===== src/sv/rk4s_pkg.sv =====
`timescale 1ns / 1ps
package rk4s_pkg;

  localparam int MAX_STEPS = 16;
  localparam int FRAC_BITS = 16;
  localparam int STEP_W    = $clog2(MAX_STEPS + 1);
  localparam int PROD_W    = 54;
  localparam int SUM_W     = 36;
  localparam int QUO_W     = 34;
  localparam int DEN_W     = 19;

  // half of 6 * 2^16, rounding term of the final weighted update
  localparam int FINAL_HALF = 3 * 65536;

  // (2^35 + 1) / 3 split into two 17 bit halves for the shared multiplier;
  // (m * recip) >> 35 is m / 3 exactly for any m below 2^35
  localparam logic [16:0] RCP3_HI = 17'd87381;
  localparam logic [16:0] RCP3_LO = 17'd43691;

  localparam logic [2:0] CFG_STEP_SIZE = 3'd0;
  localparam logic [2:0] CFG_MAX_FRAME = 3'd1;
  localparam logic [2:0] CFG_STIFFNESS = 3'd2;
  localparam logic [2:0] CFG_DAMPING   = 3'd3;
  localparam logic [2:0] CFG_START_POS = 3'd4;
  localparam logic [2:0] CFG_START_VEL = 3'd5;

  typedef struct packed {
    logic                     start;
    logic                     rnd;
    logic signed [PROD_W-1:0] num;
    logic [DEN_W-1:0]         den;
  } div_req_t;

  typedef struct packed {
    logic                    done;
    logic signed [QUO_W+1:0] quo;
    logic [DEN_W-1:0]        rem;
  } div_rsp_t;

  function automatic logic signed [31:0] sat32(input logic signed [63:0] v);
    if (v > 64'sd2147483647) return 32'sh7FFFFFFF;
    if (v < -64'sd2147483648) return 32'sh80000000;
    return v[31:0];
  endfunction

  // shift right with rounding to nearest, halves away from zero
  function automatic logic signed [63:0] rnd_shr(input logic signed [63:0] p,
                                                 input logic [4:0] sh);
    logic [63:0] m;
    m = p[63] ? 64'(-p) : 64'(p);
    m = (m + (64'd1 << (sh - 5'd1))) >> sh;
    return p[63] ? -signed'(m) : signed'(m);
  endfunction

endpackage


===== src/sv/rk4s_div.sv =====
`timescale 1ns / 1ps
module rk4s_div (
  input  logic                clk,
  input  logic                rst,
  input  rk4s_pkg::div_req_t  req,
  output rk4s_pkg::div_rsp_t  rsp
);
  import rk4s_pkg::*;

  logic                 busy;
  logic [5:0]           cnt;
  logic                 neg;
  logic [DEN_W-1:0]     r;
  logic [QUO_W-1:0]     m;
  logic [QUO_W-1:0]     q;
  logic [DEN_W-1:0]     den;
  logic                 done;
  logic [PROD_W-1:0]    mag;
  logic [DEN_W:0]       t;
  logic                 qbit;

  always_comb begin
    mag = req.num[PROD_W-1] ? PROD_W'(-req.num) : PROD_W'(req.num);
    if (req.rnd) begin
      mag = mag + PROD_W'(req.den >> 1);
    end
    t    = {r, m[QUO_W-1]};
    qbit = (t >= {1'b0, den});
  end

  always_ff @(posedge clk) begin
    if (rst) begin
      busy <= 1'b0;
      done <= 1'b0;
      cnt  <= '0;
    end else begin
      done <= 1'b0;
      if (req.start) begin
        busy <= 1'b1;
        cnt  <= '0;
        neg  <= req.num[PROD_W-1];
        den  <= req.den;
        r    <= DEN_W'(mag >> QUO_W);
        m    <= mag[QUO_W-1:0];
      end else if (busy) begin
        r   <= qbit ? DEN_W'(t - {1'b0, den}) : t[DEN_W-1:0];
        m   <= m << 1;
        q   <= {q[QUO_W-2:0], qbit};
        cnt <= cnt + 6'd1;
        if (cnt == 6'(QUO_W - 1)) begin
          busy <= 1'b0;
          done <= 1'b1;
        end
      end
    end
  end

  assign rsp.done = done;
  assign rsp.quo  = neg ? -signed'({2'b00, q}) : signed'({2'b00, q});
  assign rsp.rem  = r;

endmodule


===== src/sv/rk4_fixed_step_spring_integrator.sv =====
`timescale 1ns / 1ps
// channel  | dir | width | contents
// s_axis   | in  | 32    | elapsed_time
// m_axis   | out | 72    | blended_position, blended_velocity, steps_taken, steps_dropped
// cfg      | in  | 32    | write enable, 3 bit index, data
//
// steps_taken ranges over 0..16; a frame with zero step size goes straight to the output.
// The bit-serial divider (34 iterations a division) runs once for the step count
// and twice for the blend; each RK4 step runs on the shared multiplier, the divide
// by six of the final update done by reciprocal multiplication.
// Reset is synchronous; state comes up at the reset register values, no clearing pass.
// s_tready is high only while idle with no result waiting; a stalled result holds the input.
module rk4_fixed_step_spring_integrator (
  input  logic        clk,
  input  logic        rst,
  input  logic        s_tvalid,
  output logic        s_tready,
  input  logic [31:0] s_tdata,   // [31:0] elapsed_time
  output logic        m_tvalid,
  input  logic        m_tready,
  output logic [71:0] m_tdata,   // [31:0] position, [63:32] velocity, [68:64] steps_taken,
                                 // [69] steps_dropped, [71:70] zero
  input  logic        cfg_we,
  input  logic [2:0]  cfg_addr,
  input  logic [31:0] cfg_data
);
  import rk4s_pkg::*;

  localparam logic [4:0] ST_IDLE  = 5'd0;
  localparam logic [4:0] ST_WHOLE = 5'd1;
  localparam logic [4:0] ST_START = 5'd2;
  localparam logic [4:0] ST_MK    = 5'd3;
  localparam logic [4:0] ST_MB    = 5'd4;
  localparam logic [4:0] ST_AC    = 5'd5;
  localparam logic [4:0] ST_PX    = 5'd6;
  localparam logic [4:0] ST_PX2   = 5'd7;
  localparam logic [4:0] ST_PV    = 5'd8;
  localparam logic [4:0] ST_FX    = 5'd9;
  localparam logic [4:0] ST_FXS   = 5'd10;
  localparam logic [4:0] ST_FXW   = 5'd11;
  localparam logic [4:0] ST_FV    = 5'd12;
  localparam logic [4:0] ST_FVS   = 5'd13;
  localparam logic [4:0] ST_FVW   = 5'd14;
  localparam logic [4:0] ST_BP    = 5'd15;
  localparam logic [4:0] ST_BPS   = 5'd16;
  localparam logic [4:0] ST_BPW   = 5'd17;
  localparam logic [4:0] ST_BV    = 5'd18;
  localparam logic [4:0] ST_BVS   = 5'd19;
  localparam logic [4:0] ST_BVW   = 5'd20;
  localparam logic [4:0] ST_OUT   = 5'd21;
  localparam logic [4:0] ST_FXL   = 5'd22;
  localparam logic [4:0] ST_FXH   = 5'd23;
  localparam logic [4:0] ST_FVL   = 5'd24;
  localparam logic [4:0] ST_FVH   = 5'd25;

  logic [4:0]  state;
  logic [15:0] step_size, max_frame, stiffness, damping;
  logic signed [31:0] pn, vn, pb, vb, xs, vs, dx, dv, outp, outv;
  logic [16:0] tl;
  logic [STEP_W-1:0] taken, stepcnt;
  logic dropped;
  logic [1:0] stage;
  logic signed [SUM_W-1:0] sumx, sumv;
  logic signed [PROD_W-1:0] prod, acc;
  logic [QUO_W-1:0] rm;
  logic             rneg;

  logic signed [35:0] mul_a;
  logic [16:0] mul_b;
  logic [15:0] dt;
  logic [17:0] tl_sum;
  logic [4:0]  sh;
  logic signed [63:0] f;
  logic signed [31:0] a_new;
  logic [17:0] whole;
  logic        accept;
  logic [PROD_W-1:0] pmag, rsum;
  logic signed [PROD_W-1:0] q3_sum;
  logic [QUO_W-1:0] q3;
  logic signed [63:0] dq;
  div_req_t    dreq;
  div_rsp_t    drsp;

  rk4s_div u_div (.clk(clk), .rst(rst), .req(dreq), .rsp(drsp));

  assign s_tready = (state == ST_IDLE) && !m_tvalid;
  assign accept   = s_tvalid && s_tready;
  assign m_tdata  = {2'b00, dropped, taken, outv, outp};

  always_comb begin
    dt     = (s_tdata > {16'd0, max_frame}) ? max_frame : s_tdata[15:0];
    tl_sum = {1'b0, tl} + {2'b00, dt};
    sh     = (stage == 2'd2) ? 5'd16 : 5'd17;
    f      = 64'(acc) + 64'(prod);
    a_new  = sat32(-rnd_shr(f, 5'd8));
    whole  = drsp.quo[17:0];
    // final update: round the magnitude, drop 2^17, then divide by three
    pmag   = prod[PROD_W-1] ? PROD_W'(-prod) : PROD_W'(prod);
    rsum   = pmag + PROD_W'(FINAL_HALF);
    q3_sum = prod + (acc >>> 17);
    q3     = q3_sum[QUO_W+17:18];
    dq     = rneg ? -signed'(64'(q3)) : signed'(64'(q3));
    mul_a  = '0;
    mul_b  = '0;
    unique case (state) inside
      ST_MK:  begin mul_a = 36'(xs); mul_b = {1'b0, stiffness}; end
      ST_MB:  begin mul_a = 36'(vs); mul_b = {1'b0, damping}; end
      ST_PX:  begin mul_a = 36'(dx); mul_b = {1'b0, step_size}; end
      ST_PX2: begin mul_a = 36'(dv); mul_b = {1'b0, step_size}; end
      ST_FX:  begin mul_a = sumx; mul_b = {1'b0, step_size}; end
      ST_FV:  begin mul_a = sumv; mul_b = {1'b0, step_size}; end
      ST_FXL, ST_FVL: begin mul_a = 36'({1'b0, rm}); mul_b = RCP3_LO; end
      ST_FXH, ST_FVH: begin mul_a = 36'({1'b0, rm}); mul_b = RCP3_HI; end
      ST_BP:  begin mul_a = 36'(33'(pn) - 33'(pb)); mul_b = tl; end
      ST_BV:  begin mul_a = 36'(33'(vn) - 33'(vb)); mul_b = tl; end
      default: begin end
    endcase
    dreq.start = 1'b0;
    dreq.rnd   = 1'b1;
    dreq.num   = prod;
    dreq.den   = DEN_W'(step_size);
    unique case (state) inside
      ST_IDLE: begin
        dreq.start = accept && (step_size != 16'd0);
        dreq.rnd   = 1'b0;
        dreq.num   = PROD_W'(tl_sum[16:0]);
      end
      ST_BPS, ST_BVS: dreq.start = 1'b1;
      default: begin end
    endcase
  end

  always_ff @(posedge clk) begin
    prod <= PROD_W'(mul_a * signed'({1'b0, mul_b}));
    if (rst) begin
      state     <= ST_IDLE;
      m_tvalid  <= 1'b0;
      step_size <= 16'd6554;
      max_frame <= 16'd16384;
      stiffness <= 16'd2560;
      damping   <= 16'd256;
      pn        <= 32'sd100 <<< FRAC_BITS;
      pb        <= 32'sd100 <<< FRAC_BITS;
      vn        <= '0;
      vb        <= '0;
      tl        <= '0;
      taken     <= '0;
      dropped   <= 1'b0;
    end else begin
      if (m_tvalid && m_tready) m_tvalid <= 1'b0;
      if (cfg_we) begin
        unique case (cfg_addr)
          CFG_STEP_SIZE: step_size <= cfg_data[15:0];
          CFG_MAX_FRAME: max_frame <= cfg_data[15:0];
          CFG_STIFFNESS: stiffness <= cfg_data[15:0];
          CFG_DAMPING:   damping   <= cfg_data[15:0];
          CFG_START_POS: begin pn <= cfg_data; pb <= cfg_data; end
          CFG_START_VEL: begin vn <= cfg_data; vb <= cfg_data; end
          default: begin end
        endcase
      end
      unique case (state)
        ST_IDLE: if (accept) begin
          if (step_size == 16'd0) begin
            tl      <= '0;
            taken   <= '0;
            dropped <= 1'b0;
            outp    <= pb;
            outv    <= vb;
            state   <= ST_OUT;
          end else begin
            state <= ST_WHOLE;
          end
        end
        ST_WHOLE: if (drsp.done) begin
          tl      <= drsp.rem[16:0];
          stepcnt <= '0;
          dropped <= (whole > 18'(MAX_STEPS));
          taken   <= (whole > 18'(MAX_STEPS)) ? STEP_W'(MAX_STEPS) : STEP_W'(whole);
          state   <= (whole == 18'd0) ? ST_BP : ST_START;
        end
        ST_START: begin
          pb    <= pn;
          vb    <= vn;
          xs    <= pn;
          vs    <= vn;
          stage <= 2'd0;
          sumx  <= '0;
          sumv  <= '0;
          state <= ST_MK;
        end
        ST_MK: state <= ST_MB;
        ST_MB: begin
          acc   <= prod;
          state <= ST_AC;
        end
        ST_AC: begin
          dx <= vs;
          dv <= a_new;
          if (stage == 2'd0 || stage == 2'd3) begin
            sumx <= sumx + SUM_W'(vs);
            sumv <= sumv + SUM_W'(a_new);
          end else begin
            sumx <= sumx + (SUM_W'(vs) <<< 1);
            sumv <= sumv + (SUM_W'(a_new) <<< 1);
          end
          state <= (stage == 2'd3) ? ST_FX : ST_PX;
        end
        ST_PX: state <= ST_PX2;
        ST_PX2: begin
          xs    <= sat32(64'(pn) + rnd_shr(64'(prod), sh));
          state <= ST_PV;
        end
        ST_PV: begin
          vs    <= sat32(64'(vn) + rnd_shr(64'(prod), sh));
          stage <= stage + 2'd1;
          state <= ST_MK;
        end
        ST_FX:  state <= ST_FXS;
        ST_FXS: begin
          rm    <= rsum[QUO_W+16:17];
          rneg  <= prod[PROD_W-1];
          state <= ST_FXL;
        end
        ST_FXL: state <= ST_FXH;
        ST_FXH: begin
          acc   <= prod;
          state <= ST_FXW;
        end
        ST_FXW: begin
          pn    <= sat32(64'(pn) + dq);
          state <= ST_FV;
        end
        ST_FV:  state <= ST_FVS;
        ST_FVS: begin
          rm    <= rsum[QUO_W+16:17];
          rneg  <= prod[PROD_W-1];
          state <= ST_FVL;
        end
        ST_FVL: state <= ST_FVH;
        ST_FVH: begin
          acc   <= prod;
          state <= ST_FVW;
        end
        ST_FVW: begin
          vn      <= sat32(64'(vn) + dq);
          stepcnt <= stepcnt + 1'b1;
          state   <= (stepcnt + 1'b1 == taken) ? ST_BP : ST_START;
        end
        ST_BP:  state <= ST_BPS;
        ST_BPS: state <= ST_BPW;
        ST_BPW: if (drsp.done) begin
          outp  <= sat32(64'(pb) + 64'(drsp.quo));
          state <= ST_BV;
        end
        ST_BV:  state <= ST_BVS;
        ST_BVS: state <= ST_BVW;
        ST_BVW: if (drsp.done) begin
          outv  <= sat32(64'(vb) + 64'(drsp.quo));
          state <= ST_OUT;
        end
        ST_OUT: if (!m_tvalid || m_tready) begin
          m_tvalid <= 1'b1;
          state    <= ST_IDLE;
        end
        default: state <= ST_IDLE;
      endcase
    end
  end

  assert property (@(posedge clk) disable iff (rst)
    drsp.done |-> (state == ST_WHOLE || state == ST_BPW || state == ST_BVW))
    else $error("divider finished outside a wait state");

  assert property (@(posedge clk) disable iff (rst)
    (state == ST_START) |-> (stepcnt < taken && taken <= STEP_W'(MAX_STEPS)))
    else $error("step count beyond frame limit");

  assert property (@(posedge clk) disable iff (rst)
    (state == ST_BP) |-> (17'(step_size) > tl))
    else $error("remaining time not below step size at blend");

  assert property (@(posedge clk) disable iff (rst)
    (state == ST_OUT && (!m_tvalid || m_tready)) |=> (m_tvalid && state == ST_IDLE))
    else $error("result not presented");

endmodule


===== config.mk =====
export PLATFORM = sky130hd
export DESIGN_NAME = rk4_fixed_step_spring_integrator
export DESIGN_NICKNAME = d
export VERILOG_FILES = /design/src/sv/rk4s_pkg.sv /design/src/sv/rk4s_div.sv /design/src/sv/rk4_fixed_step_spring_integrator.sv
export SDC_FILE = /design/constraint.sdc
export NUM_CORES = 2
export LEC_CHECK = 0
export ABC_CLOCK_PERIOD_IN_PS = 17500
export BUFFER_PORTS_ARGS = -buffer_cell sky130_fd_sc_hd__buf_4
export CORE_AREA = 2 2 353 705
export DETAILED_ROUTE_END_ITERATION = 7
export DIE_AREA = 0 0 355 707
export GPL_ROUTABILITY_DRIVEN = 0
export REMOVE_ABC_BUFFERS = 1
export SLEW_MARGIN = 20
export SYNTH_ARGS = -nofsm -noshare
export SYNTH_HDL_FRONTEND = slang
export SYNTH_SLANG_ARGS = --single-unit
export TNS_END_PERCENT = 30

===== constraint.sdc =====
create_clock -name clk -period 17.5 [get_ports clk]
set_clock_uncertainty 0.1 [all_clocks]
set_input_delay 0.875 -clock clk [delete_from_list [all_inputs] [get_ports clk]]
set_output_delay 0.875 -clock clk [all_outputs]
set_load 0.03 [all_outputs]

==> results.txt <==
outcome: completed
synth cell count leaders: nand2_1, nor2_1, inv_1
Final Non-Filler Cells: 15300
post-synthesis cell count: 12100
Post-synth ARST share: 0%
met2 wire length: 171 mm
M1 wire length: 153 mm
CP startpoint kind: flip-flop
Setup TNS: 0 ps
Power Density: 53.6 mW/mm2
most common cell in the synthesized netlist: nand2_1
CTS tree: built
crit path max fanout: 18
DP Wirelength: 313 mm
slowest stage delay, CP: 770 ps
Final WS setup: 1160 ps
post-cts repair resize count: 0
Crit. End Element: flip-flop
r2r worst-path depth: 55
worst hold path class: flip-flop to flip-flop
Worst EP required: 17870 ps
global route overflow: 0
Fin. Hold Viols: 0
Switching Share: 37.2%
Clock Sinks: 747
drt pass-1 iters: 6
CTS Hold Bufs: 0
Slowest-stage cell, CP: a2111o_1
share of cells above drive strength 1: 6.05%
pin count of the biggest net entering global routing: 87
via/cell ratio: 6.10
proportion of synthesized chip area in sequential cells: 20.0%
row cnt: 258
Clock Tree Root: clkbuf_16
Hold EP: stiffness[8]
reg-to-reg startpoint: prod[11]
H-tree levels: 3
first-pass GRT wire length: 581 mm
Antenna Violating Nets Remaining: 0
final WL: 397 mm
highest metal used: met5
DIE AREA: 0.251 mm2
postcts setup bufs: 0
worst ir drop on vdd: 84.8 uV
Syn-to-layout area delta: 7.93%
min Tclk post-route: 16340 ps
clk slew on worst S/H paths: 70 ps
Longest Clk Path Bufs: 3
Comb pwr share: 30.6%
number of synthesized register bits: 747
Lkg Pwr: 43.7 nW
Die W: 355 um
max_slew headroom: 9.90%
Pint: 3.56 mW
post-synth top area cell: edfxtp_1
Vias: 93200
Top Ports: 146
EDFF count, synth: 464
Synth area leaders: edfxtp_1, fa_1, ha_1, xnor2_1, dfxtp_1
Die Y: 707 um
vias in the first global route: 88000
Worst R2R Setup Slack: 1160 ps
top cell type's share of synthesized area: 14.2%
Post-Syn Area: 0.0978 mm2
Unique masters post-synth: 119
Clk pwr share: 33.2%
Routed WL per cell: 26.0 um
Final nets: 13400
RSZ-0062 raised after global routing: false
Placed Cells: 15100
Core Util, Final: 42.9%
IO buf count: 143
post-route design area: 0.106 mm2
Core Region: 0.246 mm2
most used cell along the critical path: a21oi_1
met3 WL post-DR: 39.7 mm
Post-Syn Area per Cell: 8.11 um2
antenna violations before repair: 28
max-slew violation count: 0
Top FF cell, synth: edfxtp_1
Sequential Power Share: 36.2%
CP arrival: 16720 ps
Sw Pwr: 2.11 mW
Final setup viols: 0
CTS Buf Count: 82
All-Layer GR Usage: 30.8%
maxcap violations: 0
Worst Min Path Start: stiffness[8]
slew at the pin closest to its max-slew limit: 1330 ps
initial core utilization: 39.8%
dpl cell area: 0.103 mm2
Setup WS pre-CTS: 1700 ps
Min-Delay Path Depth: 2
DRC: 0
clk_lat worst skew: 750 ps
DR iter-0 viols: 11000
synth warn: 0
Tcrit/Tclk final: 93.4%
top achievable clock speed: 61.2 MHz
critical path type: flip-flop to flip-flop
R2R Path End: sumv[34]
-- worst max-delay path: cells and delay by family, from the launching register on --
kind | cells | cell delay [ps]
AOI/OAI and AO/OA | 31 | 8450
and+or+nand+nor | 18 | 5420
adders and majority gates | 3 | 1230
xor gates and xnor gates | 3 | 490
DFF | 1 | 430
-- stage by stage --
step | power, mW | hold slack, ps
final | 5.66 | 356
after global placement | 3.74 | 341
after global routing | 5.86 | 376
after CTS | 5.62 | 353
after floorplan | 3.15 | 330
after detailed placement | 3.75 | 348
-- layer usage --
layer	track usage [%]	vias to the layer above
met1	38.6	44900
met5	0	-
met4	21.2	8
met2	46.9	4718
li1	-	42500
met3	6.99	1075
-- power by group through the flow --
stage	sequential, mW	clock, mW	combinational [mW]
after global routing	2.06	1.95	1.85
after floorplan	2.05	0	1.10
after detailed placement	2.08	0	1.67
after CTS	2.05	1.89	1.68
after global placement	2.08	0	1.66
final	2.05	1.88	1.73
-- logic make-up (layout without fill, tap and decap cells) --
| group | Yosys count | count (layout) | synth area share [%] |
|---|---|---|---|
| muxes | 115 | 115 | 1.22 |
| other | 1 | 10 | 0.00383 |
| buffers and inverters | 1509 | 1465 | 5.86 |
| adders and majority gates | 1427 | 1427 | 22.8 |
| xor gates and xnor gates | 1014 | 1014 | 9.09 |
| AOI/OAI and AO/OA | 3006 | 3006 | 20.4 |
| and+or+nand+nor | 4239 | 4239 | 20.6 |
| DFF | 747 | 747 | 20.0 |
-- how the worst max path moves through the flow --
stage                to  cells past startpoint      from  slack, ps
2_1_floorplan  sumv[34]                     52  prod[53]       1850
3_3_place_gp   sumv[34]                     55  prod[41]       1860
3_5_place_dp   sumv[34]                     55  prod[11]       1700
4_1_cts        sumv[34]                     56   prod[0]       1630
5_1_grt        sumv[34]                     56   prod[0]        230
6_report       sumv[34]                     55  prod[11]       1160
-- final cells by class --
cell class,instances,area [um2]
Clock inverter,49,568
Antenna cell,8,20.0
Sequential cell,747,19600
Multi-Input combinational cell,9803,73000
Inverter,1001,3760
Clock buffer,105,2230
Tap cell,3250,4070
Fill cell,24700,140000
Timing Repair Buffer,310,2330
-- registers in the layout (all words and copies together), names as in the netlist, 17 cells and up --
name	flops
dv	32
prod	54
pn	32
outp	32
u_div.r	19
dx	32
u_div.m	34
tl	17
outv	32
sumx	36
rm	34
u_div.q	34
sumv	36
vs	32
acc	54
vn	32
pb	32
vb	32
xs	32
-- cells in the final DEF, fill, tap and decap left out, drive strengths merged, types with 74 or more instances in the layout --
cell type	n
nand2b	137
edfxtp	464
dfxtp	283
a311oi	113
xor2	351
a22oi	113
nor3	279
nor4	96
and2	104
buf	308
inv	1014
nor2b	104
o21ai	642
mux2i	83
or2	79
nand2	1404
o21bai	95
a21boi	104
clkbuf	107
a211oi	74
a21oi	786
o21a	91
xnor2	663
nand4	93
ha	829
and3	149
nor2	1110
o31ai	86
a21o	243
fa	598
or3	145
nand3	297
a31oi	111
Note: power is estimated with default switching activity, not from simulation.
